**src/rtl/core/smx_pkg.sv**
```systemverilog
// Shared constants, opcodes and helper types for the stack machine executor.
`default_nettype none
package smx_pkg;

   localparam int unsigned STACK_DEPTH    = 64;
   localparam int unsigned VARIABLE_COUNT = 64;
   localparam int unsigned VALUE_WIDTH    = 32;

   localparam int unsigned STACK_AW = $clog2(STACK_DEPTH);
   localparam int unsigned DEPTH_W  = $clog2(STACK_DEPTH + 1);
   localparam int unsigned VAR_AW   = $clog2(VARIABLE_COUNT);
   localparam int unsigned COUNT_W  = $clog2(VALUE_WIDTH);

   localparam int unsigned MODE_W   = 5;
   localparam int unsigned LIT_W    = 32;
   localparam int unsigned INDEX_W  = 6;
   localparam int unsigned LABEL_W  = 16;
   localparam int unsigned ERR_W    = 2;
   localparam int unsigned REQ_W    = 64;
   localparam int unsigned RSP_W    = 56;

   typedef logic [VALUE_WIDTH-1:0] value_type;

   typedef enum logic [MODE_W-1:0] {
      OP_PUSH    = 5'd0,
      OP_RVALUE  = 5'd1,
      OP_LVALUE  = 5'd2,
      OP_POP     = 5'd3,
      OP_ASSIGN  = 5'd4,
      OP_PRINT   = 5'd5,
      OP_HALT    = 5'd6,
      OP_AND     = 5'd7,
      OP_OR      = 5'd8,
      OP_REM     = 5'd9,
      OP_ADD     = 5'd10,
      OP_SUB     = 5'd11,
      OP_MUL     = 5'd12,
      OP_DIV     = 5'd13,
      OP_NOT     = 5'd14,
      OP_NE      = 5'd15,
      OP_LE      = 5'd16,
      OP_GE      = 5'd17,
      OP_GT      = 5'd18,
      OP_LT      = 5'd19,
      OP_GOTO    = 5'd20,
      OP_GOFALSE = 5'd21
   } op_type;

   typedef enum logic [ERR_W-1:0] {
      ERR_NONE      = 2'd0,
      ERR_UNDERFLOW = 2'd1,
      ERR_OVERFLOW  = 2'd2,
      ERR_DIV_ZERO  = 2'd3
   } err_type;

   // Handshake between the sequencer and the divider.
   typedef struct packed {
      logic      start;
      value_type dividend;
      value_type divisor;
   } div_req_type;

   typedef struct packed {
      logic      done;
      value_type quotient;
      value_type remainder;
   } div_rsp_type;

endpackage
`default_nettype wire

```
**src/rtl/core/smx_var_store.sv**
```systemverilog
// Variable store memory with per-entry valid bits so unwritten variables read as zero.
`default_nettype none
module smx_var_store (
   input  wire                          clock,
   input  wire                          reset,
   input  wire                          wr_en,
   input  wire [smx_pkg::VAR_AW-1:0]    wr_addr,
   input  wire smx_pkg::value_type      wr_data,
   input  wire [smx_pkg::VAR_AW-1:0]    rd_addr,
   output smx_pkg::value_type           rd_data
);

   smx_pkg::value_type                   mem [smx_pkg::VARIABLE_COUNT];
   smx_pkg::value_type                   rd_data_ff;
   logic [smx_pkg::VARIABLE_COUNT-1:0]   valid_ff;
   logic                                 rd_valid_ff;

   always_ff @(posedge clock) begin
      if (wr_en) begin
         mem[wr_addr] <= wr_data;
      end
      rd_data_ff <= mem[rd_addr];
   end

   always_ff @(posedge clock) begin
      if (reset) begin
         valid_ff    <= '0;
         rd_valid_ff <= 1'b0;
      end else begin
         if (wr_en) begin
            valid_ff[wr_addr] <= 1'b1;
         end
         rd_valid_ff <= valid_ff[rd_addr];
      end
   end

   assign rd_data = rd_valid_ff ? rd_data_ff : '0;

endmodule
`default_nettype wire

```
**config.mk**
```make
export PLATFORM = sky130hd
export DESIGN_NAME = smx_var_store
export DESIGN_NICKNAME = d
export VERILOG_FILES = /design/src/rtl/core/smx_pkg.sv /design/src/rtl/core/smx_var_store.sv
export SDC_FILE = /design/constraint.sdc
export NUM_CORES = 2
export LEC_CHECK = 0
export BUFFER_PORTS_ARGS = -buffer_cell sky130_fd_sc_hd__buf_2
export CORE_MARGIN = 2
export CORE_UTILIZATION = 35
export CTS_BUF_LIST = sky130_fd_sc_hd__clkbuf_8
export DETAILED_ROUTE_END_ITERATION = 7
export PLACE_DENSITY = 0.46
export SYNTH_ARGS = -nofsm -noshare
export SYNTH_HDL_FRONTEND = slang
export SYNTH_SLANG_ARGS = --single-unit
```
**constraint.sdc**
```tcl
create_clock -name clock -period 9.4 [get_ports clock]
set_input_delay 0.94 -clock clock [delete_from_list [all_inputs] [get_ports clock]]
set_output_delay 0.94 -clock clock [all_outputs]
set_load 0.05 [all_outputs]
```
==> impl_metrics.yaml <==
hold_path:
  whs_path_depth: 2
  hp-start: "valid_ff[1]"
  holdCritPathClass: "reg -> reg"
detailed_routing:
  drt_iter0_markers: 3466
  drtAntennaViolNets: 0
  via_per_inst: 5.29
  drc_errors: 0
  route.vias.total: 38200
  drt_pre_antenna_iters: 6
  wl_per_cell_um: 30.8
  drt-total-wl_mm: 222
placement:
  io_buffer_count: 78
  hpwlAfterDp_mm: 119
  gp_congestion: 0.741
sta:
  period_share_pct: 40.4
  setup-violations-final: 0
  hold_violations: 0
  skew_ns: 0.0613
  slew-limit-headroom_pct: 14.8
  finalMaxSlewViolations: 0
  setup-tns-final_ns: 0
  min_period_ns: 3.80
  worst_pin_slew_ns: 1.28
  fmax_mhz: 263
  grt_setup_unrepaired: "false"
synth:
  synth.distinct_cells: 35
  ys_seq_area_share_pct: 78.1
  syn_inst: 3536
  yosysMostFrequentCell: "edfxtp_1"
  netlist_area_um2: 81200
  synth_top_area_share_pct: 75.8
  ys_async_sr_fraction_pct: 0
  synth_ff_type: "edfxtp_1"
  syn_area_per_cell_um2: 23.0
  syn_nets: 3583
  yosys_warnings: 0
  ys_ff_latch: 2145
  synth_edf_count: 2048
  synth.area.top_cells: "edfxtp_1 76%, mux4_2 16%, dfxtp_1 2.4%"
  synth_top_area_cell: "edfxtp_1"
  synth_top_cells_by_count: "2048 x edfxtp_1, 568 x mux4_2, 200 x nor2_1"
floorplanning:
  die_w_um: 486
  die_h_um: 486
  initial_core_util_pct: 35.2
  fp-row-count: 176
  die_area_um2: 236000
  core_area_um2: 230000
  ios: 79
pwr:
  vdd_drop_max_mv: 0.167
  pwr_density_cell_nw_per_um2: 210
  total_leakage_power_nw: 29.3
  fin_total_pwr_mw: 19.4
worst_setup_path:
  cpPeakStageDelay_ns: 0.61
  endpoint_kind: "output port"
  rr_startpoint: "mem[13][22]"
  crit_type: "reg -> out"
  start_kind: "flop"
  path_depth: 3
  cp_max_fo: 22
  arrival_ns: 2.86
  worst-path-buf-inv: 2
  crit_start: "rd_valid_ff"
  r2r_cells: 4
  cp_top_family: "buffers and inverters"
  crit_required_ns: 8.46
  cp_slowest_cell: "dfxtp_1"
  crit_chain: "buf_4 > and2_1 > buf_2"
global_route:
  grt_usage_pct: 18.8
  grt_pass1_vias: 40400
  antenna_found_initial: 13
  grt_pass1_wl_mm: 312
  grt_max_degree: 85
  overflow: 0
clock_tree:
  postCtsHoldBufs: 0
  clockBufferDepth: 4
  numClockSinks: 2145
  h-tree-depth: 5
  clkLatencyLatePin_ns: 1.06
  clkTransAtPathRegs_ns: 0.06
  cts_tree: "done"
  ctsResizeCount: 0
  clock-root-buffer: "clkbuf_8"
  cts_buffers: 370
  post_cts_buffers: 0
finish:
  syn_to_final_growth_pct: 14.2
  layout-drive-gt1-share_pct: 31.1
  final_nets: 3960
  final_util_pct: 40.2
  nFillCells: 20400
status:
  status: "completed"
flow_run:
  cap_viol_max_count: 0
registers in the layout (all words and copies together), names as in the netlist:
name	cells
valid_ff	64
rd_valid_ff	1
mem	2048
rd_data_ff	32
final cells by class:
class	instances	area, um2	area share, %
clock inverters	251	1280	1.38
well taps	3026	3790	4.09
multi-input cells	1194	17300	18.6
inverters	2	7.51	0.00810
clock buffers	398	5480	5.91
repair buffers	200	1410	1.52
diodes	6	15.0	0.0162
flip-flops and latches	2145	63400	68.5
worst min-delay path, stage by stage (launching register included):
cell     delay (ns)
dfxtp_1        0.32
nor2_1         0.05
nor2_1         0.06
worst paths after layout:
path                                       end  slack [ns]
worst max-delay path               rd_data[29]        5.60
worst min-delay path               valid_ff[1]        0.47
worst max register to register  rd_data_ff[22]        7.06
worst min register to register     valid_ff[1]        0.47
per-stage QoR:
stage / cells / cell area, um2 / hold slack [ns] / setup WS, ns
finish: 7222 / 92700 / 0.465 / 5.60
floorplan: 3536 / 81200 / 0.431 / 5.23
detailed placement: 6567 / 85900 / 0.455 / 4.72
global route: 7217 / 92700 / 0.460 / 5.55
global placement: 6567 / 85900 / 0.445 / 4.75
CTS: 7216 / 92700 / 0.364 / 5.50
power by group:
part	internal (mW)	leakage (nW)	switching, mW
Sequential	10.6	19.2	0.0460
Combinational	0.344	6.20	0.619
Clock	4.15	3.91	3.71
Total	15.0	29.3	4.38
placed cells by master, fill, tap and decap left out, drive strengths merged, types with 3 or more instances in the layout:
cell / count
inv: 118
clkinv: 122
dfxtp: 97
o311a: 18
o21ba: 8
mux4: 568
nor2b: 11
nand2: 72
diode: 6
a22oi: 22
a211oi: 3
a21oi: 8
nor2: 200
a221oi: 86
and2: 38
o21ai: 18
a22o: 26
nand2b: 6
clkinvlp: 3
nor3: 7
clkbuf: 398
edfxtp: 2048
buf: 200
bufinv: 10
mux2i: 90
nand3: 3
per-layer routing:
metal / up-vias / GRT usage (%) / share of wire [%]
met3: 349 / 3.47 / 5.0
met1: 20900 / 26.2 / 45
met2: 1065 / 30.1 / 48
met4: 12 / 5.49 / 2.6
met5: - / 0 / 0.030
li1: 15800 / - / -
cell families after synthesis:
family,Yosys count,share of synthesized area (%)
DFF,2145,78.1
AOI/OAI and AO/OA,194,1.97
and+or+nand+nor,340,1.77
muxes,660,16.9
buffers and inverters,197,1.22
(Power assumes the default switching activity.)
