### src/rtl/core/smx_pkg.sv
// Shared constants, opcodes and helper types for the stack machine executor.
`default_nettype none
package smx_pkg;

   localparam int unsigned STACK_DEPTH    = 64;
   localparam int unsigned VARIABLE_COUNT = 64;
   localparam int unsigned VALUE_WIDTH    = 32;

   localparam int unsigned STACK_AW = $clog2(STACK_DEPTH);
   localparam int unsigned DEPTH_W  = $clog2(STACK_DEPTH + 1);
   localparam int unsigned VAR_AW   = $clog2(VARIABLE_COUNT);
   localparam int unsigned COUNT_W  = $clog2(VALUE_WIDTH);

   localparam int unsigned MODE_W   = 5;
   localparam int unsigned LIT_W    = 32;
   localparam int unsigned INDEX_W  = 6;
   localparam int unsigned LABEL_W  = 16;
   localparam int unsigned ERR_W    = 2;
   localparam int unsigned REQ_W    = 64;
   localparam int unsigned RSP_W    = 56;

   typedef logic [VALUE_WIDTH-1:0] value_type;

   typedef enum logic [MODE_W-1:0] {
      OP_PUSH    = 5'd0,
      OP_RVALUE  = 5'd1,
      OP_LVALUE  = 5'd2,
      OP_POP     = 5'd3,
      OP_ASSIGN  = 5'd4,
      OP_PRINT   = 5'd5,
      OP_HALT    = 5'd6,
      OP_AND     = 5'd7,
      OP_OR      = 5'd8,
      OP_REM     = 5'd9,
      OP_ADD     = 5'd10,
      OP_SUB     = 5'd11,
      OP_MUL     = 5'd12,
      OP_DIV     = 5'd13,
      OP_NOT     = 5'd14,
      OP_NE      = 5'd15,
      OP_LE      = 5'd16,
      OP_GE      = 5'd17,
      OP_GT      = 5'd18,
      OP_LT      = 5'd19,
      OP_GOTO    = 5'd20,
      OP_GOFALSE = 5'd21
   } op_type;

   typedef enum logic [ERR_W-1:0] {
      ERR_NONE      = 2'd0,
      ERR_UNDERFLOW = 2'd1,
      ERR_OVERFLOW  = 2'd2,
      ERR_DIV_ZERO  = 2'd3
   } err_type;

   // Handshake between the sequencer and the divider.
   typedef struct packed {
      logic      start;
      value_type dividend;
      value_type divisor;
   } div_req_type;

   typedef struct packed {
      logic      done;
      value_type quotient;
      value_type remainder;
   } div_rsp_type;

endpackage
`default_nettype wire

### src/rtl/core/smx_div.sv
// Iterative unsigned divider, one quotient bit per cycle.
`default_nettype none
module smx_div (
   input  wire                        clock,
   input  wire                        reset,
   input  wire smx_pkg::div_req_type  req,
   output smx_pkg::div_rsp_type       rsp
);

   logic                              busy_ff, busy_in;
   logic                              done_ff, done_in;
   logic [smx_pkg::COUNT_W-1:0]       count_ff, count_in;
   smx_pkg::value_type                quot_ff, quot_in;
   smx_pkg::value_type                rem_ff, rem_in;
   smx_pkg::value_type                divisor_ff, divisor_in;
   logic [smx_pkg::VALUE_WIDTH:0]     shifted;
   logic [smx_pkg::VALUE_WIDTH:0]     trial;

   always_comb begin
      busy_in    = busy_ff;
      done_in    = 1'b0;
      count_in   = count_ff;
      quot_in    = quot_ff;
      rem_in     = rem_ff;
      divisor_in = divisor_ff;
      shifted    = {rem_ff, quot_ff[smx_pkg::VALUE_WIDTH-1]};
      trial      = shifted - {1'b0, divisor_ff};
      if (req.start) begin
         busy_in    = 1'b1;
         count_in   = '0;
         quot_in    = req.dividend;
         rem_in     = '0;
         divisor_in = req.divisor;
      end else if (busy_ff) begin
         if (!trial[smx_pkg::VALUE_WIDTH]) begin
            rem_in  = trial[smx_pkg::VALUE_WIDTH-1:0];
            quot_in = {quot_ff[smx_pkg::VALUE_WIDTH-2:0], 1'b1};
         end else begin
            rem_in  = shifted[smx_pkg::VALUE_WIDTH-1:0];
            quot_in = {quot_ff[smx_pkg::VALUE_WIDTH-2:0], 1'b0};
         end
         count_in = count_ff + 1'b1;
         if (count_ff == smx_pkg::COUNT_W'(smx_pkg::VALUE_WIDTH - 1)) begin
            busy_in = 1'b0;
            done_in = 1'b1;
         end
      end
   end

   always_ff @(posedge clock) begin
      if (reset) begin
         busy_ff  <= 1'b0;
         done_ff  <= 1'b0;
         count_ff <= '0;
      end else begin
         busy_ff  <= busy_in;
         done_ff  <= done_in;
         count_ff <= count_in;
      end
      quot_ff    <= quot_in;
      rem_ff     <= rem_in;
      divisor_ff <= divisor_in;
   end

   assign rsp.done      = done_ff;
   assign rsp.quotient  = quot_ff;
   assign rsp.remainder = rem_ff;

endmodule
`default_nettype wire

### config.mk
export PLATFORM = sky130hd
export DESIGN_NAME = smx_div
export DESIGN_NICKNAME = d
export VERILOG_FILES = /design/src/rtl/core/smx_pkg.sv /design/src/rtl/core/smx_div.sv
export SDC_FILE = /design/constraint.sdc
export NUM_CORES = 1
export LEC_CHECK = 0
export BUFFER_PORTS_ARGS = -buffer_cell sky130_fd_sc_hd__buf_2
export CAP_MARGIN = 0
export CELL_PAD_IN_SITES_DETAIL_PLACEMENT = 1
export CELL_PAD_IN_SITES_GLOBAL_PLACEMENT = 2
export CORE_AREA = 5 5 158 122
export DETAILED_ROUTE_END_ITERATION = 7
export DIE_AREA = 0 0 163 127
export MAX_ROUTING_LAYER = met4
export PLACE_DENSITY_LB_ADDON = 0.1
export SLEW_MARGIN = 40
export SYNTH_ARGS = -nofsm -noshare
export SYNTH_HDL_FRONTEND = slang
export SYNTH_SLANG_ARGS = --single-unit
### constraint.sdc
create_clock -name clock -period 4 [get_ports clock]
set_clock_uncertainty 0.2 [all_clocks]
set_input_delay 1 -clock clock [delete_from_list [all_inputs] [get_ports clock]]
set_output_delay 1 -clock clock [all_outputs]
set_load 0.005 [all_outputs]
==> results.cfg <==
[status]
status = complete, no violations

[sta]
max_freq_mhz = 267.9
relSlewSlack = 0.4705
setup_viol_count_final = 0
min_period_ns = 3.733
fin_crit_sh = 0.9333
slew_violations = 0
hold_violations = 0
worst_slew_pin_slew_ns = 0.7942
hold-worst-slack_ns = 0.3252
grt_setup_unrepaired = no

[drt]
avgRoutedWirePerCell_um = 16.53
drtPass1Iterations = 4
viasPerCell = 4.935
drtIter0Drc = 145
m1WireLength_um = 7951
ant_nets = 0
met3_length_um = 615
drt_wl_total_um = 15510
drc = 0
met2WireLength_um = 6833
dr.max_layer_used = met4
route.vias.total = 4629

[worst_setup_path]
crit_cells = 11
crit_fanout = 11
r2r_slack_ns = 0.27
crit_type = reg -> reg
worst_r2r_path_depth = 11
end_kind = flip-flop
crit_chain = ha_1 -> a21o_1 -> a211o_1 -> o21ai_1 -> o21ai_0 -> or4_1 -> a41oi_2 -> xnor2_4 -> buf_4 -> or3b_2 -> a311oi_1
r2r_start = rem_ff[4]
critPathLaunchType = flip-flop
required_ns = 4.07
endpoint = rem_ff[31]
crit_start = rem_ff[4]
slowest_delay_ns = 0.51
r2r-end = rem_ff[31]
cp_num_buf_inv = 1
slowest_stage = or4_1
worstPathArrival_ns = 3.80
critPathTopFamily = compound AO/OA/AOI/OAI gates

[cells_and_area]
regArea_mm2 = 0.002704
utilization = 0.4099
drive_above_1_share = 0.3007
syn2layout_area_growth_pct = 22.12
nNetsFinal = 792
fill_cells = 2002
stdcell_count = 938
multi_input_area_mm2 = 0.002892

[yosys]
synth_edf_count = 64
synth_fp_nets = 664
synth-seq-area-share = 0.4615
yosysTopAreaCell = edfxtp_1
synth.distinct_cells = 53
synth-warning-count = 0
yosys-top-cells-count = 64 x edfxtp_1, 53 x nor2_1, 39 x dfxtp_1, 39 x inv_1, 35 x a21oi_1
ys_async_sr_fraction = 0
synth_area_per_cell_um2 = 10.42
yosysMostFrequentCell = edfxtp_1
syn-instance-count = 562
synth-seq-cells = 103
netlist.area_leader.share = 0.3282
synth_area_mm2 = 0.005856
ys.flop_type = edfxtp_1
yosys-top-cells-area = edfxtp_1 33%, dfxtp_1 13%, ha_1 7.3%, mux2_2 6.5%, mux2i_1 4.6%

[power_and_ir_drop]
p_per_area_mw_per_mm2 = 418.6
peakVddDrop_mv = 0.1911
leakagePower_uw = 0.003133
power_uw = 2993

[min_path]
worstHoldStart = count_ff[3]
hp-class = reg -> reg

[floorplanning]
ios = 132
die_h_um = 127
core_region_area_mm2 = 0.01745
die_w_um = 163
dieArea_mm2 = 0.02070
rows = 42
start_util = 0.3356

[cts]
cts_sinks = 103
cts_tree = yes
path_clk_slew_ns = 0.08
htreeDepth = 3
cts_buffer_depth = 2
numCtsBuffers = 9
cts_hold_buf = 0
insertion_delay_ns = 0.36
cts-root-buf = clkbuf_16

[grt]
grt_max_degree = 74
grt_usage = 0.1561
globalRouteOverflowTotal = 0
grt_pass1_vias = 4954
grt_pass1_wl_um = 25560
grt_antenna_before_repair = 1

[flow_run]
maxCapViolCount = 0

[placement]
dp_cells = 917
io_buffer_count = 131
hpwl_um = 11740
place.gp.congestion = 0.7825
## where the power goes
| part | total, uW | internal [uW] | switching (uW) |
|---|---|---|---|
| clock | 956 | 507 | 449 |
| sequential | 1290 | 1230 | 59.5 |
| combinational | 747 | 343 | 404 |
## flip-flops by register name (all words and copies together) (netlist names)
register / cells
count_ff: 5
done_ff: 1
divisor_ff: 32
rem_ff: 32
quot_ff: 32
busy_ff: 1
## cell families after synthesis
group / after synthesis / synth area share
simple gates: 136 / 0.1096
compound gates: 128 / 0.1474
flops: 103 / 0.4615
buf+inv: 69 / 0.04786
mux: 62 / 0.1141
fa+ha+maj: 35 / 0.07607
xor+xnor: 29 / 0.04338
## cell type report
class,instances,share of cell area
flip-flops and latches,103,0.3781
repair buffers,147,0.1088
clock inverters,7,0.01400
well taps,242,0.04234
diodes,1,0.0003500
multi-input cells,390,0.4044
inverters,39,0.02047
clock buffers,9,0.03150
## per-layer routing
metal  global-route usage  vias up
met3              0.04057       11
met4              0.02515        0
met5                    -        -
li1                     -     2304
met2               0.2349       73
met1               0.2172     2241
## per-stage QoR
step / instance area, um2 / setup slack [ns] / TNS (ns)
floorplan: 5856 / 0.5345 / 0
global placement: 6782 / 0.1507 / 0
detailed placement: 6782 / -0.07792 / -0.1042
CTS: 7118 / 0.09862 / 0
global route: 7151 / 0.07115 / 0
finish: 7151 / 0.2667 / 0
## cells in the final DEF, fill, tap and decap left out, types with 12 or more instances in the layout
cell,instances
ha_1,34
buf_2,130
inv_1,39
xnor2_1,16
mux2_2,34
edfxtp_1,64
xor2_1,12
mux2i_1,27
dfxtp_1,38
nand2_1,30
a21oi_1,35
o21ai_0,18
buf_4,17
nor2_1,53
a211oi_1,27
## how the worst min path moves through the flow
stage                  end  slack (ns)  cells past startpoint
2_1_floorplan  count_ff[4]        0.27                      2
3_3_place_gp   count_ff[4]        0.28                      2
3_5_place_dp   count_ff[3]        0.31                      2
4_1_cts         rem_ff[17]        0.33                      2
5_1_grt          rem_ff[8]        0.35                      2
6_report       count_ff[3]        0.33                      2
## repair_timing
item	CTS	global route
buffers inserted	0	4
setup endpoints to repair	4	24
resized for setup	1	1
pin swaps	0	1
## tightest hold or removal path, cell delays in order (launching register included)
cell,delay [ns]
dfxtp_1,0.34
xor2_1,0.07
nor2_1,0.08
No activity file was read; power rests on OpenSTA's default activity.
